<file path="config.mk">
export PLATFORM = sky130hd
export DESIGN_NAME = nsrmv_mul
export DESIGN_NICKNAME = d
export VERILOG_FILES = /design/src/rtl/nsrmv_pkg.sv /design/src/rtl/nsrmv_mul.sv
export SDC_FILE = /design/constraint.sdc
export NUM_CORES = 2
export LEC_CHECK = 0
export ABC_AREA = 1
export BUFFER_PORTS_ARGS = -buffer_cell sky130_fd_sc_hd__buf_2
export CAP_MARGIN = 20
export CORE_AREA = 5 5 282 284
export CTS_BUF_LIST = sky130_fd_sc_hd__clkbuf_4
export CTS_CLUSTER_SIZE = 16
export DETAILED_ROUTE_END_ITERATION = 6
export DIE_AREA = 0 0 287 289
export PLACE_DENSITY = 0.81
export SKIP_LAST_GASP = 1
export SYNTH_ARGS = -nofsm -noshare
export SYNTH_HDL_FRONTEND = slang
export SYNTH_SLANG_ARGS = --single-unit
</file>
<file path="constraint.sdc">
create_clock -name i_clk -period 7.5 [get_ports i_clk]
set_input_delay 0.375 -clock i_clk [delete_from_list [all_inputs] [get_ports i_clk]]
set_output_delay 0.375 -clock i_clk [all_outputs]
set_load 0.02 [all_outputs]
</file>
<file path="src/rtl/nsrmv_pkg.sv">
package nsrmv_pkg;

    // cell store geometry
    localparam int CELL_COUNT = 4096;
    localparam int CELL_AW    = $clog2(CELL_COUNT);
    localparam int CELL_IDX_W = 12;

    // field widths
    localparam int DATA_W = 32;
    localparam int VAR_W  = 64;

    // configuration port
    localparam int CFG_IDX_W  = 1;
    localparam int CFG_DATA_W = 32;

    // beta divider: 48-bit divisor, 32 quotient bits, one bit per cycle
    localparam int DIV_W     = 48;
    localparam int QUOT_W    = 32;
    localparam int DIV_STEPS = QUOT_W;
    localparam int DIV_CW    = $clog2(DIV_STEPS + 1);

    // shared multiplier operands and product
    localparam int MUL_W  = 34;
    localparam int PROD_W = 2 * MUL_W;

    typedef enum logic [CFG_IDX_W-1:0] {
        REG_ITERATION_MODE   = 1'b0,
        REG_AVERAGING_WINDOW = 1'b1
    } t_reg_idx;

    typedef struct packed {
        logic [DATA_W-1:0]        elapsed;
        logic [DATA_W-1:0]        count;
        logic signed [DATA_W-1:0] mean;
        logic signed [VAR_W-1:0]  variance;
    } t_cell_rec;

    typedef struct packed {
        logic             start;
        logic [DIV_W-1:0] num;
        logic [DIV_W-1:0] den;
    } t_div_req;

    typedef struct packed {
        logic              done;
        logic [QUOT_W-1:0] quot;
    } t_div_rsp;

endpackage

</file>
<file path="src/rtl/nsrmv_mul.sv">
// Shared signed multiplier with a registered product.
module nsrmv_mul (
    input  logic                                i_clk,
    input  logic signed [nsrmv_pkg::MUL_W-1:0]  i_a,
    input  logic signed [nsrmv_pkg::MUL_W-1:0]  i_b,
    output logic signed [nsrmv_pkg::PROD_W-1:0] o_p
);

    logic signed [nsrmv_pkg::PROD_W-1:0] r_p;

    always_ff @(posedge i_clk) begin
        r_p <= i_a * i_b;
    end

    assign o_p = r_p;

endmodule

</file>
# == After elaboration in Yosys (flattened, before gate mapping) ==
# Index checks and enable logic that the tools add are counted.
# totals
ff_bits,68
output_inout_bits,68
# op_classes
n_mul,1
# op_table
op,n
34-bit by 34-bit multiplier with 68-bit output,1

# == Logic depth before layout (Yosys ltp) ==
# depth
word_depth,1
ltp_mapped,35
mapped_depth_nobuf,33

# == Worst setup path after synthesis ==
# OpenSTA, ideal clock, no wires.
# synth_path
path_kind,input-to-reg
startpoint,input port i_a[33] (netlist name)
endpoint,register r_p (netlist bit o_p[66])
arrival_ns,7.086
setup_time_ns,0.112
cell_stages,24
n_path_buf,2
slack_ns,0.302
path_cell_list,clkbuf_1 -> clkbuf_1 -> nand2_1 -> inv_1 -> fa_1 -> fa_1 -> fa_1 -> fa_1 -> inv_1 -> fa_1 -> fa_1 -> inv_1 -> fa_1 -> fa_1 -> ha_1 -> nand2_1 -> nor2_1 -> inv_1 -> nor2_2 -> nand2_1 -> nor3_1 -> nand2_2 -> nand3_1 -> nand2_1
# synth_between
elab_chain_len,1
# synth_rtl
element,line_no,text
start: declaration,nsrmv_mul.sv:4,"input logic signed [nsrmv_pkg::MUL_W-1:0] i_a,"
34-bit by 34-bit multiplier with 68-bit output,nsrmv_mul.sv:12,r_p <= i_a * i_b;
end signal: assignment,nsrmv_mul.sv:12,
end: declaration,nsrmv_mul.sv:9,logic signed [nsrmv_pkg::PROD_W-1:0] r_p;
# No other way between the ends.

# == Worst setup path after layout ==
# layout_path
startpoint,input port i_a[33] (netlist name)
endpoint,register r_p (netlist bit o_p[52])
# The elaborated chain is that of the path after synthesis.

==> results.txt <==
outcome = finished, final reports clean
slowest cell on the critical path = fa_1
Num CTS Buffers = 9
GRT Total Usage = 30.7%
final worst path period need = 6.93 ns
period utilization = 92.4%
clock-pin slew on the worst setup and hold paths = 0.13 ns
Crit path top cell by count = fa_1
Hold Crit Class = primary input to register
Initial DRC Count = 2702
worst hold stages = 4
area leader, netlist = fa_1
cts hold-fix bufs = 0
Synth warnings = 0
CORE AREA = 76800 sq um
first-pass GRT wire length = 202 mm
Max FO, Critical Path = 15
commonest cells in the netlist = inv_1 (2116), nand2_1 (1661), fa_1 (1241)
Site Rows = 102
initial antenna violation count = 5
Clock Sinks = 68
hold path endpoint = o_p[0]
max_slew headroom = 31.4%
io pins = 137
die width = 287 um
syn_nets = 7486
grt total ovfl = 0
post-CTS sizing = 0
Avg WL per Cell = 17.3 um
sequential fraction of the synthesis area = 2.95%
mapped cell area = 46200 sq um
Final HPWL DP = 108 mm
ys flop type = dfxtp_1
Max Transition Viols Final = 0
routability cong. = 1.02
root buffer cell = clkbuf_4
critical path class = primary input to register
Synth top area share = 53.7%
Startpoint Class = primary input
DRC Markers = 0
die height = 289 um
via/cell ratio = 5.13
worst path required time = 7.89 ns
unrepaired setup endpoints after global routing = false
Final Setup Violations = 0
Async S/R FF share, synth = 0%
fmax = 144 MHz
Max-Cap Viols = 0
1st-pass router iterations = 6
antenna viol nets, final = 0
flops & latches, synth = 68
share of cells above drive strength 1 = 5.64%
vias in the first global route = 40000
largest net degree at the start of global routing = 35
max incr delay on CP = 0.63 ns
Hold Fails Final Rpt = 0
WP data arrival = 7.32 ns
via count = 36000
Largest register FFs = 68
IO buf count = 136
Least-Margin Pin Slew = 1.03 ns
syn_area_per_cell = 7.74 sq um
DRT Wirelength = 122 mm
Post-synth EDFFs = 0
count of cell types in the netlist = 32
hold path start = i_b[0]
Syn Inst Count = 5972
die area = 82900 sq um
Syn-to-layout area delta = 4.53%
CTS tree = done
nets = 7487
Setup TNS = 0 ns
deepest clock path buffer count = 2
most frequent cell after synthesis = inv_1
Area contributors post-synth = fa_1 (54%), inv_1 (17%), nand2_1 (13%)
starting density of the core = 60.2%
CTS H-tree lvls = 3
Post-CTS Setup Bufs = 0
Critical Path End Type = register
==> worst max-delay path: cells and delay by family <==
kind	cells	cell delay, ns
buffers and inverters	8	1.08
AND/OR/NAND/NOR	8	1.20
adder cells (fa/ha/maj)	9	4.65
==> cell families (layout without fill, tap and decap cells) <==
kind of cell / Yosys count / in the layout / share of synthesized area (%)
flops: 68 / 68 / 2.95
fa+ha+maj: 1445 / 1445 / 59.3
other cells: 0 / 9 / 0
buf+inv: 2390 / 2396 / 19.4
compound gates: 95 / 95 / 1.13
simple gates: 1939 / 1939 / 16.6
xor+xnor: 35 / 35 / 0.663
==> layer usage <==
metal	part of all wire, %	global-route usage [%]	routed length, um	vias to the layer above
met5	0	0	0	-
met4	7.1	17.7	8700	0
met3	7.4	4.45	8990	513
met2	51	54.4	61600	1713
met1	35	36.0	42500	17800
li1	-	-	-	16000
==> placed cells by master, fill, tap and decap left out, drive strengths merged <==
cell type	n
clkinvlp	3
nand2	1683
inv	2120
and2	1
nor4	1
diode	9
nor3	22
nand3b	3
nand2b	1
nor2	124
or2	8
nand4	19
o21bai	11
o21ai	19
ha	204
clkinv	3
clkbuf	9
xor2	33
xnor2	2
a21oi	63
dfxtp	68
o21a	1
buf	261
nand3	77
fa	1241
a21o	1
==> how the worst max path moves through the flow <==
stage,startpoint,to,slack [ns],cells after the start
after global placement,i_a[33],o_p[59],0.28,24
after detailed placement,i_a[33],o_p[59],0.17,24
after floorplan,i_a[33],o_p[66],0.30,24
after CTS,i_b[2],o_p[52],0.65,24
after global routing,i_b[17],o_p[59],0.23,25
final,i_a[33],o_p[52],0.57,25
==> through the flow <==
stage	instances	utilization (%)	area, sq um	setup slack (ns)	hold WS [ns]
2_1_floorplan	5972	-	46200	0.302	0.654
5_1_grt	7023	62.9	48300	0.227	0.545
6_report	7027	62.9	48300	0.574	0.589
3_5_place_dp	7002	62.7	48200	0.174	0.791
4_1_cts	7018	62.9	48300	0.652	0.567
3_3_place_gp	7002	62.7	48200	0.279	0.792
==> final cells by class <==
class                           instances  area [sq um]
Sequential cell                        68          1360
Clock inverter                          7          52.6
Tap cell                             1040          1300
Fill cell                            6411         28500
Timing Repair Buffer                  261          1670
Clock buffer                            9          67.6
Multi-Input combinational cell       3514         35900
Inverter                             2119          7950
Antenna cell                            9          22.5
Power is not shown: default switching activity piles up to over one toggle a cycle in this logic, so the estimate is an artifact.
