## src/rtl/nsrmv_pkg.sv

```systemverilog
package nsrmv_pkg;

    // cell store geometry
    localparam int CELL_COUNT = 4096;
    localparam int CELL_AW    = $clog2(CELL_COUNT);
    localparam int CELL_IDX_W = 12;

    // field widths
    localparam int DATA_W = 32;
    localparam int VAR_W  = 64;

    // configuration port
    localparam int CFG_IDX_W  = 1;
    localparam int CFG_DATA_W = 32;

    // beta divider: 48-bit divisor, 32 quotient bits, one bit per cycle
    localparam int DIV_W     = 48;
    localparam int QUOT_W    = 32;
    localparam int DIV_STEPS = QUOT_W;
    localparam int DIV_CW    = $clog2(DIV_STEPS + 1);

    // shared multiplier operands and product
    localparam int MUL_W  = 34;
    localparam int PROD_W = 2 * MUL_W;

    typedef enum logic [CFG_IDX_W-1:0] {
        REG_ITERATION_MODE   = 1'b0,
        REG_AVERAGING_WINDOW = 1'b1
    } t_reg_idx;

    typedef struct packed {
        logic [DATA_W-1:0]        elapsed;
        logic [DATA_W-1:0]        count;
        logic signed [DATA_W-1:0] mean;
        logic signed [VAR_W-1:0]  variance;
    } t_cell_rec;

    typedef struct packed {
        logic             start;
        logic [DIV_W-1:0] num;
        logic [DIV_W-1:0] den;
    } t_div_req;

    typedef struct packed {
        logic              done;
        logic [QUOT_W-1:0] quot;
    } t_div_rsp;

endpackage

```

## src/rtl/nsrmv_div.sv

```systemverilog
// Restoring divider: quotient of (num * 2^32) / den, num < den, one bit per cycle.
module nsrmv_div (
    input  logic                i_clk,
    input  logic                i_rst_n,
    input  nsrmv_pkg::t_div_req i_req,
    output nsrmv_pkg::t_div_rsp o_rsp
);

    logic                               r_busy;
    logic                               r_done;
    logic [nsrmv_pkg::DIV_CW-1:0]       r_cnt;
    logic [nsrmv_pkg::DIV_W-1:0]        r_rem;
    logic [nsrmv_pkg::DIV_W-1:0]        r_den;
    logic [nsrmv_pkg::QUOT_W-1:0]       r_quot;

    logic [nsrmv_pkg::DIV_W:0]          shifted;
    logic [nsrmv_pkg::DIV_W+1:0]        trial;
    logic                               ge;
    logic [nsrmv_pkg::DIV_W-1:0]        n_rem;

    always_comb begin
        shifted = {r_rem, 1'b0};
        trial   = {1'b0, shifted} - {2'b00, r_den};
        ge      = !trial[nsrmv_pkg::DIV_W+1];
        n_rem   = ge ? trial[nsrmv_pkg::DIV_W-1:0] : shifted[nsrmv_pkg::DIV_W-1:0];
    end

    always_ff @(posedge i_clk) begin
        if (!i_rst_n) begin
            r_busy <= 1'b0;
            r_done <= 1'b0;
            r_cnt  <= '0;
        end else begin
            r_done <= 1'b0;
            if (i_req.start) begin
                r_busy <= 1'b1;
                r_cnt  <= nsrmv_pkg::DIV_CW'(nsrmv_pkg::DIV_STEPS);
            end else if (r_busy) begin
                r_cnt <= r_cnt - nsrmv_pkg::DIV_CW'(1);
                if (r_cnt == nsrmv_pkg::DIV_CW'(1)) begin
                    r_busy <= 1'b0;
                    r_done <= 1'b1;
                end
            end
        end
    end

    always_ff @(posedge i_clk) begin
        if (i_req.start) begin
            r_rem <= i_req.num;
            r_den <= i_req.den;
        end else if (r_busy) begin
            r_rem  <= n_rem;
            r_quot <= {r_quot[nsrmv_pkg::QUOT_W-2:0], ge};
        end
    end

    assign o_rsp.done = r_done;
    assign o_rsp.quot = r_quot;

endmodule

```

## config.mk

```make
export PLATFORM = sky130hd
export DESIGN_NAME = nsrmv_div
export DESIGN_NICKNAME = d
export VERILOG_FILES = /design/src/rtl/nsrmv_pkg.sv /design/src/rtl/nsrmv_div.sv
export SDC_FILE = /design/constraint.sdc
export NUM_CORES = 1
export LEC_CHECK = 0
export BUFFER_PORTS_ARGS = -buffer_cell sky130_fd_sc_hd__buf_2
export CORE_MARGIN = 3
export CORE_UTILIZATION = 57
export DETAILED_ROUTE_END_ITERATION = 8
export PLACE_DENSITY = 0.91
export SLEW_MARGIN = 20
export SYNTH_ARGS = -nofsm -noshare
export SYNTH_HDL_FRONTEND = slang
export SYNTH_SLANG_ARGS = --single-unit
```

## constraint.sdc

```tcl
create_clock -name i_clk -period 3.5 [get_ports i_clk]
set_input_delay 0.35 -clock i_clk [delete_from_list [all_inputs] [get_ports i_clk]]
set_output_delay 0.35 -clock i_clk [all_outputs]
set_load 0.05 [all_outputs]
```

* After elaboration in Yosys (flattened, before gate mapping)
Index checks and enable logic that the tools add are counted. Widths: inputs -> output; s select.
Word-level totals: register bits after elaboration 136, bits in latches 0, RAM bits 0, memory bits (read-only) 0, input port bits 99, output and inout bits 33, word-level logic and storage cells 27, memories 0
Operators by class: $add $sub $neg 2, multipliers 0, divide/modulo/power cells 0, order comparisons 0, equality and inequality tests 1, shift-type cells 0, muxes and demuxes 9, bitwise gates (word level) 3, reduce and logical (&&, ||, !) cells 5
Operators by type and width (count):
- $mux 48 | 3
- $sub 49x48->50 | 1
- $mux 6 | 2
- $eq 6x1->1 const B | 1
- $sub 6x1->6 const B | 1
- $mux 1 | 4
- $not 1->1 | 3
- $reduce_or 3->1 | 1
- $reduce_and 2->1 | 1
- $reduce_bool 2->1 | 1
- $reduce_or 2->1 | 1
- $logic_not 1->1 | 1

* Depth between registers and ports, before layout
depth after elaboration 4, gate-level depth with buffers 14, depth with buffers taken out 12

* Worst setup path before layout
No wires, ideal clock.
path type reg-to-reg, start register r_rem[16] (netlist name), end register r_rem[36] (netlist name) (data pin), library setup time 260 ps, data arrival time 2944 ps, data required time 3240 ps, slack 296 ps, stages on the path, launching flop included 13, buffers on the path 1, clock period less this slack 3204 ps, path through edfxtp_1 > ha_1 > buf_4 > nand4_2 > or3_1 > a211o_1 > a311oi_2 > nor2_1 > o21ai_1 > a31oi_1 > xnor2_1 > mux2_1 > mux2_2
On the way: longest elaborated chain between the ends 4
RTL lines:
- from (decl) | RTL line nsrmv_div.sv:12 | logic [nsrmv_pkg::DIV_W-1:0] r_rem;
- from (signal assigned) | RTL line nsrmv_div.sv:50 | r_rem <= i_req.num;
- from (signal assigned) | RTL line nsrmv_div.sv:53 | r_rem <= n_rem;
- $sub 49x48->50 | RTL line nsrmv_div.sv:23 | trial = {1'b0, shifted} - {2'b00, r_den};
- $mux 48 | RTL line nsrmv_div.sv:25 | n_rem = ge ? trial[nsrmv_pkg::DIV_W-1:0] : shifted[nsrmv_pkg::DIV_W-1:0];
- $mux 48 | RTL line nsrmv_div.sv:52 | end else if (r_busy) begin
- $mux 48 | RTL line nsrmv_div.sv:49 | if (i_req.start) begin
No other way between the ends. The select of a mux whose other input is x is not followed. A chain may end at the register's enable or synchronous reset.

* Worst setup path in the final report
start register r_rem[15] (netlist name), end register r_rem[26] (netlist name) (data pin)
Same word-level chain as after synthesis.

==> results.cfg <==
[sta]
finalHoldViolCount = 0
finalCriticalPeriod_ns = 3.34
max_clock_freq_mhz = 299
tightest_slew_ns = 0.765
setup_violations = 0
relSlewSlack = 0.490
rsz0062_at_grt = false
slew_violations = 0
worst_slack_ns = 0.161
period_share = 0.954
fin_worst_skew_ns = 0.00881
fin_tns_setup_ns = 0

[clocking]
cts_htree_levels = 4
clk-insertion-delay-late_ns = 0.42
cts_buffers = 17
cts_root_buffer = clkbuf_16
cts.sinks = 136
postCtsSetupBuffers = 0
cts_tree = built
holdBufCountCts = 0
path_clk_slew_ns = 0.06
clk_path_buf_depth = 2
postCtsResizedCells = 0

[detailed_routing]
via_per_inst = 5.74
detail-route-antenna-nets = 0
drc = 0
vias = 6100
wirelength_um = 18100
wl_per_cell_um = 17.0
dr.pass1.iters = 5
dr.first_iter.drc_count = 496

[synth]
synth_fp_nets = 883
synth_fa_ha_area_frac = 0.0788
synth_warnings = 0
synth_compound_area_frac = 0.159
synth-edff-count = 128
synth-seq-cells = 136
avgSynthCellArea_um2 = 10.9
synth_cells = 734
synth_cell_type_count = 65
synth_top_family_by_area = compound AO/OA/AOI/OAI gates
ys_seq_area_frac = 0.498
yosys.area_share.simple = 0.108
synth_xor_area_frac = 0.0512
synth_mux_area_frac = 0.0603
synth.cell_area_um2 = 8030
synth_ff_type = edfxtp_1
synthArstFlopShare = 0

[setup_path]
path_buf_inv = 1
critPathMaxStageDelay_ns = 0.46
r2r_slack_ns = 0.16
path_depth = 12
cp_slowest_cell = a2111oi_4
cp_cell_sequence = ha_2 -> a21oi_2 -> o21ai_1 -> a2111oi_4 -> nand3_1 -> a21oi_1 -> buf_4 -> nor2_1 -> a31oi_1 -> xor2_1 -> a21oi_1 -> mux2_2
reg2regPathDepth = 12
crit_required_ns = 3.67
path_class = reg2reg
critical_path_arrival_ns = 3.51
critical_path.max_fanout = 6
cp-end-kind = flop
startpoint_type = flop
crit_top_cell = a21oi_1
critPathTopFamily = compound AO/OA/AOI/OAI gates

[job]
drv_cap = 0

[layout]
diodes = 0
fin_util = 0.707
design_area_um2 = 9550
nets = 1022
synthToLayoutAreaGrowth_pct = 18.9
drive_gt1_frac = 0.272

[pwr]
internal_power_uw = 4670
p_per_area_nw_per_um2 = 769
p_sw_uw = 2670
switching_share = 0.364
total_power_uw = 7340
cellLeakagePower_uw = 0.00406
peakVddDrop_mv = 0.637
clkPwrFrac = 0.240
combinationalPowerShare = 0.446
power_frac_seq = 0.314

[die]
die_area_um2 = 15600
fp.dieH_um = 125
die_w_um = 125
io_pins = 132
rows = 42
coreArea_um2 = 13500
initial_core_util = 0.595

[grt]
antenna_found_initial = 0
overflow = 0
grt_max_degree = 57
grt_util_all_layers = 0.235
grt_first_pass_wirelength_um = 29500
grt_pass1_vias = 6114

[placement]
numPortBuffers = 131
dpl_cell_area_um2 = 8950
post-place-ws_ns = 0.118
dp_hpwl_um = 13100
gp_congestion = 0.917

[min_path]
worstHoldPathCells = 1
hold_path_class = in2reg

[status]
outcome = completed
==> through the flow <==
stage	std cells	hold WS, ns
2_1_floorplan	734	0.449
3_3_place_gp	1030	0.425
3_5_place_dp	1030	0.428
4_1_cts	1062	0.0838
5_1_grt	1062	0.0759
6_report	1062	0.0963
==> final timing paths <==
kind / from / to
worst max-delay path: r_rem[15]$_DFFE_PP_ / r_rem[26]$_DFFE_PP_
worst min-delay path: i_req[31] / r_den[31]$_DFFE_PP_
worst max register to register: r_rem[15]$_DFFE_PP_ / r_rem[26]$_DFFE_PP_
worst min register to register: r_quot[1]$_DFFE_PP_ / r_quot[2]$_DFFE_PP_
==> Yosys cell counts, types with 7 or more instances <==
master / instances / area share
o21ai_0: 18 / 0.011
a21o_1: 26 / 0.024
o21ai_1: 7 / 0.0044
mux2_2: 38 / 0.053
buf_2: 9 / 0.0056
a31oi_1: 8 / 0.0062
nor2_1: 61 / 0.029
xor2_1: 18 / 0.020
nor2b_1: 9 / 0.0070
a21oi_1: 82 / 0.051
nand4_1: 8 / 0.0062
edfxtp_1: 128 / 0.48
dfxtp_1: 8 / 0.020
nand2b_1: 7 / 0.0055
clkbuf_1: 15 / 0.0070
xnor2_1: 29 / 0.032
nor3_1: 9 / 0.0056
nand3_1: 11 / 0.0069
inv_1: 60 / 0.028
nand2_1: 37 / 0.017
ha_1: 49 / 0.076
==> state kept, by name, indices dropped and copies added (netlist names) <==
register,cells
r_den,48
r_rem,48
r_quot,32
r_cnt,6
r_busy,1
r_done,1
==> power groups by stage <==
stage,registers [µW],logic (µW),clock network [µW]
after floorplan,2330,2420,0
after global placement,2310,3060,0
final,2300,3270,1760
after detailed placement,2330,3170,0
after CTS,2300,3220,1790
after global routing,2340,3600,1860
==> layout make-up <==
type	instances	area, µm²
clock inverters	14	150
repair buffers	148	823
flip-flops and latches	136	4000
fillers	962	3960
well taps	176	220
multi-input cells	510	3700
clock buffers	18	429
inverters	60	225
==> cells by family after synthesis <==
kind of cell,after synthesis
AOI/OAI and AO/OA,194
xor gates and xnor gates,47
adders and majority gates,50
buffers and inverters,88
DFF,136
muxes,43
and+or+nand+nor,176
==> cells in the final DEF, fill, tap and decap left out, drive strengths merged, types with 3 or more instances in the layout <==
cell type  Yosys  layout
nand2         37      37
o21a           6       6
a21o          26      26
nor2b          9       9
a221o          6       6
nor2          61      61
inv           60      62
nand3         12      12
o21ai         27      27
and2           6       6
o21bai         4       4
xor2          18      18
a21oi         83      83
o211ai         7       7
dfxtp          8       8
nor4           4       4
ha            49      49
clkinv         0       8
a21boi         3       3
xnor2         29      29
or2            6       6
nor3b          6       6
buf           13     148
nor3           9       9
nand4          9       9
a31oi          9       9
and3           4       4
mux2          43      43
nand2b         7       7
a211o          3       3
clkbuf        15      18
edfxtp       128     128
a41oi          4       4
==> layer usage <==
layer	wire, µm	track usage	vias to the layer above
met1	7800	0.299	2865
met5	0	0	-
met4	323	0.0825	0
li1	-	-	2983
met2	8830	0.391	222
met3	1110	0.0583	30
(Power assumes the default switching activity.)
